File: config.mk
export PLATFORM = sky130hd
export DESIGN_NAME = websocket_frame_deframer_flat
export DESIGN_NICKNAME = d
export VERILOG_FILES = /design/src/hdl/wsd_pkg.sv /design/src/hdl/wsd_if.sv /design/src/hdl/wsd_parser.sv /design/src/hdl/wsd_queue.sv /design/src/hdl/wsd_out.sv /design/src/hdl/websocket_frame_deframer.sv /design/src/flat_wrapper.sv
export SDC_FILE = /design/constraint.sdc
export NUM_CORES = 1
export LEC_CHECK = 0
export ABC_CLOCK_PERIOD_IN_PS = 5900
export BUFFER_PORTS_ARGS = -buffer_cell sky130_fd_sc_hd__buf_2
export CORE_MARGIN = 10
export CORE_UTILIZATION = 60
export DETAILED_ROUTE_END_ITERATION = 6
export PLACE_DENSITY = 0.78
export SETUP_SLACK_MARGIN = 0.2
export SLEW_MARGIN = 20
export SYNTH_ARGS = -nofsm -noshare
export SYNTH_HDL_FRONTEND = slang
export SYNTH_SLANG_ARGS = --single-unit
File: constraint.sdc
create_clock -name clock -period 5.9 [get_ports clock]
set_input_delay 1.18 -clock clock [delete_from_list [all_inputs] [get_ports clock]]
set_output_delay 1.18 -clock clock [all_outputs]
set_load 0.05 [all_outputs]
File: src/hdl/wsd_pkg.sv
package wsd_pkg;

   // field widths
   localparam int BYTE_W = 8;
   localparam int KIND_W = 2;
   localparam int OPCODE_W = 4;
   localparam int LEN7_W = 7;
   localparam int LBL_W = 3;
   localparam int REM_W = 64;

   // result queue sizing, depth a power of two
   localparam int QUEUE_DEPTH = 2;
   localparam int Q_PTR_W = $clog2(QUEUE_DEPTH);
   localparam int Q_CNT_W = $clog2(QUEUE_DEPTH + 1);

   // frame opcodes
   localparam logic [OPCODE_W-1:0] OP_TEXT = 4'h1;
   localparam logic [OPCODE_W-1:0] OP_CLOSE = 4'h8;

   // length byte escapes and extended length byte counts (minus one)
   localparam logic [LEN7_W-1:0] LEN_EXT16 = 7'd126;
   localparam logic [LEN7_W-1:0] LEN_EXT64 = 7'd127;
   localparam logic [LBL_W-1:0] LBL_EXT16 = 3'd1;
   localparam logic [LBL_W-1:0] LBL_EXT64 = 3'd7;

   // result kinds
   localparam logic [KIND_W-1:0] KIND_BYTE = 2'd0;
   localparam logic [KIND_W-1:0] KIND_EMPTY = 2'd1;
   localparam logic [KIND_W-1:0] KIND_CLOSE = 2'd2;

   typedef enum logic [3:0] {
      PH_HDR0 = 4'b0001,
      PH_LEN  = 4'b0010,
      PH_EXT  = 4'b0100,
      PH_BODY = 4'b1000
   } phase_type;

   typedef struct packed {
      logic [KIND_W-1:0] kind;
      logic [BYTE_W-1:0] data;
      logic              last;
   } rsp_word_type;

   // parser to queue
   typedef struct packed {
      logic         valid;
      rsp_word_type word;
   } q_push_type;

   // queue head to output stage
   typedef struct packed {
      logic         valid;
      rsp_word_type word;
   } q_head_type;

endpackage

File: src/hdl/wsd_if.sv
interface wsd_req_if import wsd_pkg::*; ();
   logic              valid;
   logic              ready;
   logic [BYTE_W-1:0] rx_byte;

   modport source (output valid, output rx_byte, input ready);
   modport sink (input valid, input rx_byte, output ready);
endinterface

interface wsd_rsp_if import wsd_pkg::*; ();
   logic              valid;
   logic              ready;
   logic [KIND_W-1:0] out_kind;
   logic [BYTE_W-1:0] out_byte;
   logic              out_last;

   modport source (output valid, output out_kind, output out_byte, output out_last,
                   input ready);
   modport sink (input valid, input out_kind, input out_byte, input out_last,
                 output ready);
endinterface

File: src/hdl/wsd_parser.sv
module wsd_parser import wsd_pkg::*; (
   input  logic       clock,
   input  logic       reset,
   wsd_req_if.sink    req_ch,
   input  logic       q_full,
   output q_push_type push,
   output logic       closed
);

   phase_type           phase_ff, phase_in;
   logic [OPCODE_W-1:0] opcode_ff, opcode_in;
   logic [LBL_W-1:0]    lbl_ff, lbl_in;
   logic [REM_W-1:0]    rem_ff, rem_in;
   logic                closed_ff, closed_in;
   logic                accept;
   logic [LEN7_W-1:0]   len7;
   logic [REM_W-1:0]    rem_shift;
   logic                body_last;

   assign req_ch.ready = !q_full;
   assign accept = req_ch.valid && req_ch.ready;
   assign closed = closed_ff;

   assign len7 = req_ch.rx_byte[LEN7_W-1:0];
   assign rem_shift = {rem_ff[REM_W-BYTE_W-1:0], req_ch.rx_byte};
   assign body_last = (rem_ff == {{(REM_W-1){1'b0}}, 1'b1});

   // header and payload parsing, one word per cycle while the queue is not full
   always_comb begin
      phase_in = phase_ff;
      opcode_in = opcode_ff;
      lbl_in = lbl_ff;
      rem_in = rem_ff;
      closed_in = closed_ff;
      push = '0;
      if (accept && !closed_ff) begin
         unique case (phase_ff)
            PH_HDR0: begin
               opcode_in = req_ch.rx_byte[OPCODE_W-1:0];
               phase_in = PH_LEN;
            end
            PH_LEN: begin
               rem_in = '0;
               if (len7 == LEN_EXT16) begin
                  lbl_in = LBL_EXT16;
                  phase_in = PH_EXT;
               end else if (len7 == LEN_EXT64) begin
                  lbl_in = LBL_EXT64;
                  phase_in = PH_EXT;
               end else begin
                  rem_in = {{(REM_W-LEN7_W){1'b0}}, len7};
                  if (len7 != '0) begin
                     phase_in = PH_BODY;
                  end else begin
                     phase_in = PH_HDR0;
                     if (opcode_ff == OP_TEXT) begin
                        push.valid = 1'b1;
                        push.word.kind = KIND_EMPTY;
                        push.word.last = 1'b1;
                     end else if (opcode_ff == OP_CLOSE) begin
                        push.valid = 1'b1;
                        push.word.kind = KIND_CLOSE;
                        push.word.last = 1'b1;
                        closed_in = 1'b1;
                     end
                  end
               end
            end
            PH_EXT: begin
               rem_in = rem_shift;
               if (lbl_ff != '0) begin
                  lbl_in = lbl_ff - 3'd1;
               end else if (rem_shift != '0) begin
                  phase_in = PH_BODY;
               end else begin
                  phase_in = PH_HDR0;
                  if (opcode_ff == OP_TEXT) begin
                     push.valid = 1'b1;
                     push.word.kind = KIND_EMPTY;
                     push.word.last = 1'b1;
                  end else if (opcode_ff == OP_CLOSE) begin
                     push.valid = 1'b1;
                     push.word.kind = KIND_CLOSE;
                     push.word.last = 1'b1;
                     closed_in = 1'b1;
                  end
               end
            end
            PH_BODY: begin
               rem_in = rem_ff - {{(REM_W-1){1'b0}}, 1'b1};
               if (body_last) begin
                  phase_in = PH_HDR0;
               end
               if (opcode_ff == OP_TEXT) begin
                  push.valid = 1'b1;
                  push.word.kind = KIND_BYTE;
                  push.word.data = req_ch.rx_byte;
                  push.word.last = body_last;
               end else if (opcode_ff == OP_CLOSE && body_last) begin
                  push.valid = 1'b1;
                  push.word.kind = KIND_CLOSE;
                  push.word.last = 1'b1;
                  closed_in = 1'b1;
               end
            end
            default: begin
               phase_in = PH_HDR0;
            end
         endcase
      end
   end

   // parser state
   always_ff @(posedge clock) begin
      if (reset) begin
         phase_ff <= PH_HDR0;
         opcode_ff <= '0;
         lbl_ff <= '0;
         rem_ff <= '0;
         closed_ff <= 1'b0;
      end else begin
         phase_ff <= phase_in;
         opcode_ff <= opcode_in;
         lbl_ff <= lbl_in;
         rem_ff <= rem_in;
         closed_ff <= closed_in;
      end
   end

endmodule

File: src/hdl/wsd_queue.sv
module wsd_queue import wsd_pkg::*; (
   input  logic       clock,
   input  logic       reset,
   input  q_push_type push,
   input  logic       pop,
   output q_head_type head,
   output logic       full
);

   rsp_word_type       entry_ff [QUEUE_DEPTH];
   logic [Q_PTR_W-1:0] wr_ptr_ff, wr_ptr_in;
   logic [Q_PTR_W-1:0] rd_ptr_ff, rd_ptr_in;
   logic [Q_CNT_W-1:0] count_ff, count_in;
   logic               do_push;
   logic               do_pop;

   assign full = (count_ff == Q_CNT_W'(QUEUE_DEPTH));
   assign head.valid = (count_ff != '0);
   assign head.word = entry_ff[rd_ptr_ff];

   assign do_push = push.valid && !full;
   assign do_pop = pop && head.valid;

   // pointer and fill count
   always_comb begin
      wr_ptr_in = do_push ? wr_ptr_ff + Q_PTR_W'(1) : wr_ptr_ff;
      rd_ptr_in = do_pop ? rd_ptr_ff + Q_PTR_W'(1) : rd_ptr_ff;
      count_in = count_ff;
      if (do_push && !do_pop) begin
         count_in = count_ff + Q_CNT_W'(1);
      end else if (do_pop && !do_push) begin
         count_in = count_ff - Q_CNT_W'(1);
      end
   end

   always_ff @(posedge clock) begin
      if (reset) begin
         wr_ptr_ff <= '0;
         rd_ptr_ff <= '0;
         count_ff <= '0;
      end else begin
         wr_ptr_ff <= wr_ptr_in;
         rd_ptr_ff <= rd_ptr_in;
         count_ff <= count_in;
      end
   end

   // entry storage
   always_ff @(posedge clock) begin
      if (do_push) begin
         entry_ff[wr_ptr_ff] <= push.word;
      end
   end

endmodule

File: src/hdl/wsd_out.sv
module wsd_out import wsd_pkg::*; (
   input  logic       clock,
   input  logic       reset,
   input  q_head_type head,
   output logic       pop,
   wsd_rsp_if.source  rsp_ch
);

   logic         valid_ff, valid_in;
   rsp_word_type word_ff;
   logic         load;

   // refill the output register when empty or when its word is taken
   assign load = head.valid && (!valid_ff || rsp_ch.ready);
   assign pop = load;

   always_comb begin
      valid_in = valid_ff;
      if (load) begin
         valid_in = 1'b1;
      end else if (rsp_ch.ready) begin
         valid_in = 1'b0;
      end
   end

   always_ff @(posedge clock) begin
      if (reset) begin
         valid_ff <= 1'b0;
      end else begin
         valid_ff <= valid_in;
      end
   end

   always_ff @(posedge clock) begin
      if (load) begin
         word_ff <= head.word;
      end
   end

   assign rsp_ch.valid = valid_ff;
   assign rsp_ch.out_kind = word_ff.kind;
   assign rsp_ch.out_byte = word_ff.data;
   assign rsp_ch.out_last = word_ff.last;

endmodule

File: src/hdl/websocket_frame_deframer.sv
// WebSocket frame deframer, server to client direction.
// req_ch carries the received stream, one rx_byte per word. Frame headers
// (opcode byte, 7-bit length, optional 16 or 64-bit extended length) are
// parsed and the payload is counted through.
// rsp_ch carries at most one word per input word: a text payload byte
// (out_last on the final one), an empty text message, or a close report.
// Other frames are consumed without output; after a close every word is
// dropped until reset.
// Throughput: one word per cycle while the queue is not full, set by the
// header/length parser. An accepted word's result reaches rsp_ch through
// a two-entry queue and then the output register.
// Reset (synchronous, active high) returns the parser to the first header
// byte, reopens the stream and empties the queue and output register.
// When the receiver stalls, the output register holds its word and the
// queue fills; req_ch.ready drops only once the queue is full.
module websocket_frame_deframer import wsd_pkg::*; (
   input logic       clock,
   input logic       reset,
   wsd_req_if.sink   req_ch,
   wsd_rsp_if.source rsp_ch
);

   q_push_type push;
   q_head_type head;
   logic       q_full;
   logic       pop;
   logic       parser_closed;

   wsd_parser u_parser (
      .clock  (clock),
      .reset  (reset),
      .req_ch (req_ch),
      .q_full (q_full),
      .push   (push),
      .closed (parser_closed)
   );

   wsd_queue u_queue (
      .clock (clock),
      .reset (reset),
      .push  (push),
      .pop   (pop),
      .head  (head),
      .full  (q_full)
   );

   wsd_out u_out (
      .clock  (clock),
      .reset  (reset),
      .head   (head),
      .pop    (pop),
      .rsp_ch (rsp_ch)
   );

   // no result is ever produced once the stream is closed
   assert property (@(posedge clock) disable iff (reset)
      parser_closed |-> !push.valid)
      else $error("result produced after close");

   // the parser never pushes into a full queue
   assert property (@(posedge clock) disable iff (reset)
      push.valid |-> !q_full)
      else $error("push into full queue");

   // non-byte results are always last and carry zero data
   assert property (@(posedge clock) disable iff (reset)
      (rsp_ch.valid && rsp_ch.out_kind != KIND_BYTE) |->
         (rsp_ch.out_last && rsp_ch.out_byte == '0))
      else $error("bad empty or close result");

   // output is empty right after reset
   assert property (@(posedge clock) reset |=> !rsp_ch.valid)
      else $error("output valid after reset");

endmodule
File: src/flat_wrapper.sv
// flat-port wrapper written by rule: the top's interface ports become plain ports
module websocket_frame_deframer_flat import wsd_pkg::*;
  (clock, reset, req_ch_valid, req_ch_rx_byte, req_ch_ready, rsp_ch_valid, rsp_ch_out_kind, rsp_ch_out_byte, rsp_ch_out_last, rsp_ch_ready);
  wsd_req_if req_ch_i ();
  wsd_rsp_if rsp_ch_i ();
  input logic clock;
  input logic reset;
  input wire logic [$bits(req_ch_i.valid)-1:0] req_ch_valid;
  input wire logic [$bits(req_ch_i.rx_byte)-1:0] req_ch_rx_byte;
  output wire logic [$bits(req_ch_i.ready)-1:0] req_ch_ready;
  output wire logic [$bits(rsp_ch_i.valid)-1:0] rsp_ch_valid;
  output wire logic [$bits(rsp_ch_i.out_kind)-1:0] rsp_ch_out_kind;
  output wire logic [$bits(rsp_ch_i.out_byte)-1:0] rsp_ch_out_byte;
  output wire logic [$bits(rsp_ch_i.out_last)-1:0] rsp_ch_out_last;
  input wire logic [$bits(rsp_ch_i.ready)-1:0] rsp_ch_ready;
  assign req_ch_i.valid = req_ch_valid;
  assign req_ch_i.rx_byte = req_ch_rx_byte;
  assign req_ch_ready = req_ch_i.ready;
  assign rsp_ch_valid = rsp_ch_i.valid;
  assign rsp_ch_out_kind = rsp_ch_i.out_kind;
  assign rsp_ch_out_byte = rsp_ch_i.out_byte;
  assign rsp_ch_out_last = rsp_ch_i.out_last;
  assign rsp_ch_i.ready = rsp_ch_ready;
  websocket_frame_deframer u_core (.clock(clock), .reset(reset), .req_ch(req_ch_i), .rsp_ch(rsp_ch_i));
endmodule
==> results of run 1 <==
## path summary, 6_finish.rpt
path / depth (start not counted) / endpoint / start / slack [ns]
min reg2reg: 2 / u_core.u_out.rsp_ch.valid / u_core.u_out.rsp_ch.valid / 0.49
max: 6 / u_core.u_queue.entry_ff[0][2] / u_core.u_parser.rem_ff[24] / 2.14
min: 2 / u_core.u_out.rsp_ch.valid / u_core.u_out.rsp_ch.valid / 0.49
max reg2reg: 6 / u_core.u_queue.entry_ff[0][2] / u_core.u_parser.rem_ff[24] / 2.14
## kinds of logic after synthesis
group | count (synthesis)
flip-flops | 114
multiplexers | 20
AND/OR/NAND/NOR | 329
XOR/XNOR | 5
buffers and inverters | 65
adder cells (fa/ha/maj) | 6
AO/OA/AOI/OAI | 236
## worst max-delay path, cell delays in order (launching register included)
cell and delay, ns:
dfxtp_1 0.39, nor4_2 0.76, nand4_1 0.45, nor4_4 0.48
nand2b_1 0.16, o221ai_1 0.32, nor2b_1 0.81
## final cells by class
cell class | instances | area [um^2]
Fill cell | 861 | 3472
Multi-Input combinational cell | 596 | 3666
Inverter | 13 | 48.80
Clock inverter | 15 | 183.9
Tap cell | 140 | 175.2
Clock buffer | 17 | 414.1
Timing Repair Buffer | 31 | 172.7
Sequential cell | 114 | 2613
## power by group
group,internal (mW),switching (mW)
sequential,0.877,0.0550
clock,0.646,0.394
combinational,0.197,0.512
total,1.72,0.960
## routing by layer
layer / vias to the layer above / track usage, %
met5: - / 0
met4: 0 / 11.93
met3: 68 / 4.979
met2: 375 / 37.25
met1: 3065 / 28.92
li1: 2934 / -
## registers in the layout (all words and copies together) (netlist names), 2 cells and up
register / count
u_core.u_out.rsp_ch.out_byte: 8
u_core.u_parser.phase_ff: 4
u_core.u_queue.entry_ff: 22
u_core.u_out.rsp_ch.out_kind: 2
u_core.u_queue.count_ff: 2
u_core.u_parser.rem_ff: 64
u_core.u_parser.lbl_ff: 3
u_core.u_parser.opcode_ff: 4
## Yosys cell counts, types with 4 or more instances
cell type	number	area [um^2]
dfxtp_1	81	1622
nor2_1	81	304.0
a21oi_1	63	315.3
o21ai_0	62	310.3
nand2_1	61	229.0
clkbuf_1	44	165.2
edfxtp_1	33	991.0
nor3_1	31	155.2
nand3_1	26	130.1
a22oi_1	20	150.1
a31oi_1	19	118.9
nand4_1	17	106.4
inv_1	13	48.80
and2_1	12	75.07
mux2_2	12	135.1
or3_1	12	75.07
nand2b_1	11	68.82
nor4_1	11	68.82
and3_1	9	56.30
nor2b_1	9	56.30
or4_1	9	67.56
mux2i_1	8	80.08
o31ai_1	8	60.06
a32oi_1	7	61.31
a22o_1	6	52.55
ha_1	6	75.07
nand3b_1	6	45.04
nor4_2	5	62.56
o211ai_1	5	37.54
o22ai_1	5	31.28
a211oi_1	4	30.03
a32o_1	4	40.04
nor3_2	4	40.04
nor4b_1	4	35.03
o41ai_1	4	35.03
## stage by stage
| stage | setup slack, ns | hold slack (ns) | instances |
|---|---|---|---|
| after global routing | 1.955 | 0.5148 | 926 |
| after detailed placement | 1.766 | 0.4889 | 894 |
| after floorplan | 2.516 | 0.4533 | 775 |
| after CTS | 2.220 | 0.4957 | 926 |
| after global placement | 1.891 | 0.4713 | 894 |
| final | 2.144 | 0.4931 | 926 |
==> flow_summary.yaml, run 1 <==
outcome:
  status: "finished clean"
placed_design:
  place_hpwl_um: 12200
  port_buffers: 24
  place_area_um2: 6669
  place_congestion: 0.8991
sta:
  finalSetupViolations: 0
  drv_slew: 0
  tns_ns: 0
  hold_viol_final: 0
  tightest_slew_ns: 1.004
  skew_ns: 0.01027
  period_share_pct: 63.67
  slew_headroom_pct: 32.73
  rsz0062_at_grt: "no"
  clock.fmax_mhz: 266.2
  period_minus_slack_ns: 3.756
route:
  wl_met2_um: 9053
  postRouteWirelength_um: 18940
  wl_met3_um: 1575
  drc: 0
  vias_per_cell: 6.957
  drt_iter0_markers: 939
  top_layer_used: "met4"
  ant_nets: 0
  dr.pass1.iters: 6
  vias: 6442
  post_drt_wl_per_cell_um: 20.45
  drt-met1-wl_um: 7666
yosys:
  synth_compound_area_share_pct: 22.92
  ys_seq_elements: 114
  synth_mux_area_share_pct: 3.299
  synth_fa_ha_area_share_pct: 1.151
  synthesis.area_um2: 6524
  async_flop_share_pct: 0
  syn_area_per_cell_um2: 8.418
  synth.distinct_cells: 74
  synth_top_family_by_area: "simple AND/OR/NAND/NOR gates"
  synth_edf_count: 33
  synth_cells: 775
  ys_seq_area_share_pct: 40.05
  syn_nets: 793
  post_synth_and_or_nand_nor_area_fraction_pct: 27.75
  ys_warn_count: 0
  ys.flop_type: "dfxtp_1"
  synthXorXnorAreaFrac_pct: 0.6713
die:
  start_util_pct: 60.71
  core_um2: 10750
  row_count: 38
  die-width_um: 124.3
  pin_count: 25
  die_h_um: 124.3
  die-area_um2: 15440
clocking:
  cts_made_buffers: 17
  cts_setup_buffers: 0
  clockBufferDepth: 2
  cts.sinks: 114
  htreeDepth: 4
  cts_tree: "yes"
  hold_buffers: 0
  cts-root-buf: "clkbuf_8"
  cts_resized: 0
  clk_pin_slew_worst_paths_ns: 0.06
  clk_latency_ns: 0.53
global_routing:
  grt_pass1_wl_um: 30970
  grt_max_degree: 67
  antenna_found_initial: 0
  grtUsageTotal_pct: 23.30
  grt_pass1_vias: 6152
  overflow: 0
finish:
  design_area_um2: 7273
  syn2layout_area_growth_pct: 11.49
  antenna_cells: 0
  utilization_pct: 67.69
  nets: 791
  final_cell_mix: "81 x nor2_1, 81 x dfxtp_1, 63 x a21oi_1, 62 x o21ai_0, 61 x nand2_1"
  drive_gt1_share_pct: 12.60
setup_path:
  start_kind: "flip-flop"
  worstSetupEndpointType: "flip-flop"
  cp.required_ns: 6.05
  critPathMaxFanout: 11
  cp.arrival_ns: 3.90
  crit_type: "flip-flop to flip-flop"
job:
  cap_violations: 0
hold_path:
  hold_path_class: "flip-flop to flip-flop"
power:
  report.power.total_mw: 2.681
  peakVddDrop_mv: 0.2718
  p_leak_nw: 2.670
  p_per_area_nw_per_um2: 368.5
No activity file was read; power rests on OpenSTA's default activity.
==> run 2: changes to the inputs <==
Settings changed: ABC_AREA set to 1, ABC_CLOCK_PERIOD_IN_PS 5900 to 3800.
Clock period 5.9 ns to 3.8 ns, I/O delays scaled along.
==> run 2 against run 1 <==
Via count grew 10%. Combinational power grew to 4.6 times the previous value. Sequential share of layout area down 2.0 points. Clock power rose by 61%. Hold slack worse by 0.027 ns. Count of clock-buffer cells in the layout rose by 1. Worst setup slack worse by 1.2 ns. Critical path depth is 9 higher. Global-route usage grew 0.58 points. Total power increased by 140%. Flip-flop and latch count stayed put. Routed wire length grew 3.3%. Critical endpoint is now u_core.u_queue.count_ff[1]. Highest routed layer unchanged.
==> flow_summary.yaml, run 2 <==
yosys:
  synth_mux_area_share_pct: 0
  synth_edf_count: 33
  ys_seq_elements: 114
  synth.area.top_cells: "dfxtp_1 24%, edfxtp_1 14%, nand2_1 10%, a21oi_1 10%, nor2_1 9.3%"
  synthTopCellsByCount: "191 x nand2_1, 171 x nor2_1, 139 x a21oi_1, 97 x inv_1"
  synth.distinct_cells: 44
  syn_nets: 1052
  ys_warn_count: 0
  syn_area_per_cell_um2: 6.669
  async_flop_share_pct: 0
  netlist.area_leader.share_pct: 23.52
  post_synth_and_or_nand_nor_area_fraction_pct: 32.26
  ys_seq_area_share_pct: 37.89
  synthesis.area_um2: 6895
  synth_compound_area_share_pct: 20.11
  yosysTopAreaCell: "dfxtp_1"
  synthXorXnorAreaFrac_pct: 0.2540
  synth_cells: 1034
  synth_top_family_by_area: "simple AND/OR/NAND/NOR gates"
  synthMostInstantiatedCell: "nand2_1"
  synth_fa_ha_area_share_pct: 1.089
  ys.flop_type: "dfxtp_1"
finish:
  drive_gt1_share_pct: 8.868
  design_area_um2: 7697
  fillCellCount: 990
  utilization_pct: 67.99
  regMostFlops: "u_core.u_parser.rem_ff"
  antenna_cells: 0
  largest_reg_flops: 64
  mostFrequentLayoutCell: "nand2_1"
  nets: 1065
  syn2layout_area_growth_pct: 11.63
  final_cell_mix: "190 x nand2_1, 171 x nor2_1, 139 x a21oi_1, 97 x inv_1"
setup_path:
  cp.arrival_ns: 3.12
  cp.required_ns: 4.11
  start_kind: "flip-flop"
  reg2reg_to: "u_core.u_queue.count_ff[1]"
  r2r-start: "u_core.u_parser.phase_ff[0]"
  crit_path_start: "u_core.u_parser.phase_ff[0]"
  worstSetupEndpointType: "flip-flop"
  crit_type: "flip-flop to flip-flop"
  critPathMaxFanout: 54
  reg2reg_depth: 15
  r2r_slack_ns: 0.99
power:
  report.power.total_mw: 6.510
  p_leak_nw: 3.591
  switching_share_pct: 46.20
  combPwrFrac_pct: 49.7
  p_int_mw: 3.502
  power_frac_clock_pct: 25.6
  switchingPower_mw: 3.008
  p_seq_share_pct: 24.7
  peakVddDrop_mv: 0.5481
  p_per_area_nw_per_um2: 845.8
route:
  postRouteWirelength_um: 19580
  ant_nets: 0
  vias_per_cell: 5.902
  post_drt_wl_per_cell_um: 16.27
  dr.pass1.iters: 5
  drc: 0
  vias: 7100
  drt_iter0_markers: 824
sta:
  drv_slew: 0
  tns_ns: 0
  rsz0062_at_grt: "no"
  tightest_slew_ns: 0.7490
  clock.fmax_mhz: 355.8
  finalSetupViolations: 0
  skew_ns: 0.005656
  hold_viol_final: 0
  period_share_pct: 73.96
  setup_ws_ns: 0.9896
  period_minus_slack_ns: 2.810
  slew_headroom_pct: 49.54
clocking:
  cts_setup_buffers: 0
  clk_pin_slew_worst_paths_ns: 0.06
  hold_buffers: 0
  cts_made_buffers: 17
  cts_resized: 0
  htreeDepth: 4
  cts.sinks: 114
  clk_latency_ns: 0.42
  cts-root-buf: "clkbuf_16"
  clockBufferDepth: 2
  cts_tree: "yes"
die:
  start_util_pct: 60.91
  pin_count: 25
  row_count: 39
  die-width_um: 127.2
  die_h_um: 127.2
  core_um2: 11320
  die-area_um2: 16180
global_routing:
  grt_pass1_vias: 6440
  grt_max_degree: 69
  overflow: 0
  antenna_found_initial: 0
  grt_pass1_wl_um: 31880
  grtUsageTotal_pct: 23.88
hold_path:
  hold_path_class: "flip-flop to flip-flop"
  min_to: "u_core.u_parser.lbl_ff[0]"
  hold-path-cell-count: 1
  min-delay-start: "u_core.u_parser.lbl_ff[0]"
placed_design:
  port_buffers: 24
  post-place-ws_ns: 0.9144
  place_hpwl_um: 13540
  place_area_um2: 7078
  place_congestion: 0.9672
job:
  cap_violations: 0
outcome:
  status: "finished clean"
-- run 2: final cells by class --
type	instances	area, um^2	share of cell area (%)
multi-input combinational	778	3712	48.23
sequential	114	2613	33.94
clock buffer	18	439.2	5.705
inverter	103	386.6	5.023
timing repair buffer	33	187.7	2.438
clock inverter	14	180.2	2.341
tap	143	178.9	2.324
-- run 2: power groups by stage --
stage | registers, mW | logic [mW] | clock network (mW)
floorplan | 1.75 | 2.31 | 0
global placement | 1.62 | 3.11 | 0
detailed placement | 1.63 | 3.16 | 0
CTS | 1.60 | 3.18 | 1.67
global route | 1.63 | 3.65 | 1.73
finish | 1.61 | 3.23 | 1.67
-- run 2: routing by layer --
layer  global-route usage (%)  part of all wire, %  vias to the layer above
met5                        0                    0                        -
met4                    10.78                  2.9                        0
met3                    4.384                  5.9                       41
met2                    39.82                   48                      253
met1                    29.40                   43                     3291
li1                         -                    -                     3515
-- run 2: worst max-delay path: stages (launching register included) --
cell and delay [ns]:
dfxtp_1 0.33, inv_2 0.07, nand2_1 0.12, nor3_4 0.16, buf_4 0.57, nand3_1 0.24, nor2_1 0.17, nor2_1 0.08
nand2_1 0.12, nand2_1 0.09, inv_1 0.08, ha_1 0.25, a21oi_1 0.12, o21ai_0 0.11, o21ai_0 0.16, a21oi_1 0.05
-- run 2: worst max-delay path by stage --
stage | endpoint | slack, ns | depth (start not counted)
floorplan | u_core.u_queue.entry_ff[0][0] | 1.28 | 8
global placement | u_core.u_queue.count_ff[1] | 1.00 | 17
detailed placement | u_core.u_queue.count_ff[1] | 0.91 | 15
CTS | u_core.u_queue.count_ff[1] | 1.03 | 15
global route | u_core.u_queue.count_ff[1] | 0.79 | 16
finish | u_core.u_queue.count_ff[1] | 0.99 | 15
-- run 2: logic make-up (layout without fill, tap and decap cells) --
group	Yosys count	in the layout
simple gates	514	514
xor+xnor	2	2
flops	114	114
compound gates	256	256
buf+inv	142	168
fa+ha+maj	6	6
-- run 2: metrics by stage --
step	hold WS, ns	instances
after floorplan	0.4310	1034
after global placement	0.4469	1171
after detailed placement	0.4578	1171
after CTS	0.4672	1203
after global routing	0.4971	1203
final	0.4658	1203
==> run 3: changes to the inputs <==
Settings changed: ABC_CLOCK_PERIOD_IN_PS 3800 to 2900.
Clock period 3.8 ns to 2.9 ns, I/O delays scaled along.
==> run 3 against run 2 <==
Critical path depth rose by 1. Clock skew grew 0.0032 ns. First-iteration DRC count down 22%. Routed wire length grew 0.25%. Non-clock buffer count up 11.
==> flow_summary.yaml, run 3 (synthesis gave the netlist of run 2 again) <==
outcome:
  status: "finished clean"
finish:
  design_area_um2: 7814
  largest_reg_flops: 64
  mostFrequentLayoutCell: "nand2_1"
  drive_gt1_share_pct: 10.93
  instances_no_fill: 1213
  syn2layout_area_growth_pct: 13.32
  antenna_cells: 0
  final_cell_mix: "189 x nand2_1, 157 x nor2_1, 139 x a21oi_1, 95 x inv_1"
  nets: 1076
  regMostFlops: "u_core.u_parser.rem_ff"
setup_path:
  cp.arrival_ns: 2.76
  critPathMaxFanout: 6
  reg2reg_to: "u_core.u_queue.count_ff[1]"
  worstSetupEndpointType: "flip-flop"
  cp.required_ns: 3.20
  crit_type: "flip-flop to flip-flop"
  r2r-start: "u_core.u_parser.rem_ff[41]"
  r2r_slack_ns: 0.43
  crit_path_start: "u_core.u_parser.rem_ff[41]"
  start_kind: "flip-flop"
  reg2reg_depth: 16
placed_design:
  post-place-ws_ns: 0.2284
  place_hpwl_um: 13620
  dp_cells: 1181
  port_buffers: 24
  place_area_um2: 7153
  place_congestion: 0.9807
die:
  die-area_um2: 16180
  die-width_um: 127.2
  row_count: 39
  core_um2: 11320
  start_util_pct: 60.91
  die_h_um: 127.2
  pin_count: 25
route:
  post_drt_wl_per_cell_um: 16.18
  wl_met2_um: 9146
  vias: 7148
  dr.pass1.iters: 5
  vias_per_cell: 5.893
  drc: 0
  drt_iter0_markers: 639
  wl_met3_um: 1560
  postRouteWirelength_um: 19620
  ant_nets: 0
  top_layer_used: "met4"
  drt-met1-wl_um: 8251
power:
  p_leak_nw: 3.659
  peakVddDrop_mv: 0.6151
  report.power.total_mw: 8.646
  p_per_area_nw_per_um2: 1107
clocking:
  clk_latency_ns: 0.42
  cts_made_buffers: 17
  cts.sinks: 114
  cts_tree: "yes"
  clk_pin_slew_worst_paths_ns: 0.05
  cts-root-buf: "clkbuf_16"
  htreeDepth: 4
  hold_buffers: 0
  clockBufferDepth: 2
sta:
  clock.fmax_mhz: 405.6
  setup_ws_ns: 0.4348
  slew_headroom_pct: 49.10
  tightest_slew_ns: 0.7635
  hold_viol_final: 0
  period_share_pct: 85.01
  skew_ns: 0.008887
  tns_ns: 0
  drv_slew: 0
  period_minus_slack_ns: 2.465
  rsz0062_at_grt: "no"
  finalSetupViolations: 0
hold_path:
  hold-path-cell-count: 1
  hold_path_class: "flip-flop to flip-flop"
  min-delay-start: "u_core.u_parser.lbl_ff[0]"
  min_to: "u_core.u_parser.lbl_ff[0]"
global_routing:
  grt_pass1_vias: 6525
  grtUsageTotal_pct: 23.71
  grt_pass1_wl_um: 31730
  overflow: 0
  grt_max_degree: 69
  antenna_found_initial: 0
job:
  cap_violations: 0
-- run 3: layout make-up --
type	instances	area (um^2)
clock buffer	18	439.2
clock inverter	13	166.4
fill	979	3507
inverter	103	386.6
multi-input combinational	778	3760
sequential	114	2613
tap	143	178.9
timing repair buffer	44	270.3
-- run 3: worst max-delay path, stage by stage, from the launching register on --
cell,delay [ns]
dfxtp_1,0.38
nor2_1,0.15
nand2_1,0.11
nor2_1,0.17
nand2_1,0.14
nor2_4,0.15
nand3_1,0.11
nor2_1,0.12
nor2_1,0.06
nand2_1,0.11
nand2_1,0.08
inv_1,0.06
ha_1,0.24
a21oi_1,0.13
o21ai_0,0.13
o21ai_1,0.14
a21oi_1,0.06
-- run 3: worst max-delay path by stage --
stage                                     to  slack [ns]
2_1_floorplan  u_core.u_queue.entry_ff[0][0]        0.56
3_5_place_dp      u_core.u_queue.count_ff[1]        0.23
5_1_grt           u_core.u_queue.count_ff[1]        0.20
4_1_cts           u_core.u_queue.count_ff[1]        0.29
3_3_place_gp      u_core.u_queue.count_ff[1]        0.36
6_report          u_core.u_queue.count_ff[1]        0.43
-- run 3: metal layers --
metal,vias to the layer above,GRT usage (%)
met1,3209,28.81
met3,56,5.583
met5,-,0
met2,338,38.88
li1,3545,-
met4,0,11.25
-- run 3: timing repair --
item / 4_1_cts / 5_1_grt
buffers inserted: 0 / 1
gates resized for setup: 0 / 20
setup endpoints to repair: 0 / 1
-- run 3: power breakdown --
part	switching [mW]	internal [mW]	total [mW]
clock network	0.729	1.44	2.16
registers	0.222	1.88	2.10
logic	3.00	1.37	4.38
total	3.96	4.69	8.65
-- run 3: per-stage QoR --
stage | util, % | hold WS [ns]
6_report | 69.02 | 0.4604
5_1_grt | 69.02 | 0.4997
4_1_cts | 68.53 | 0.4663
3_5_place_dp | 63.19 | 0.4580
3_3_place_gp | 63.19 | 0.4478
2_1_floorplan | - | 0.4310
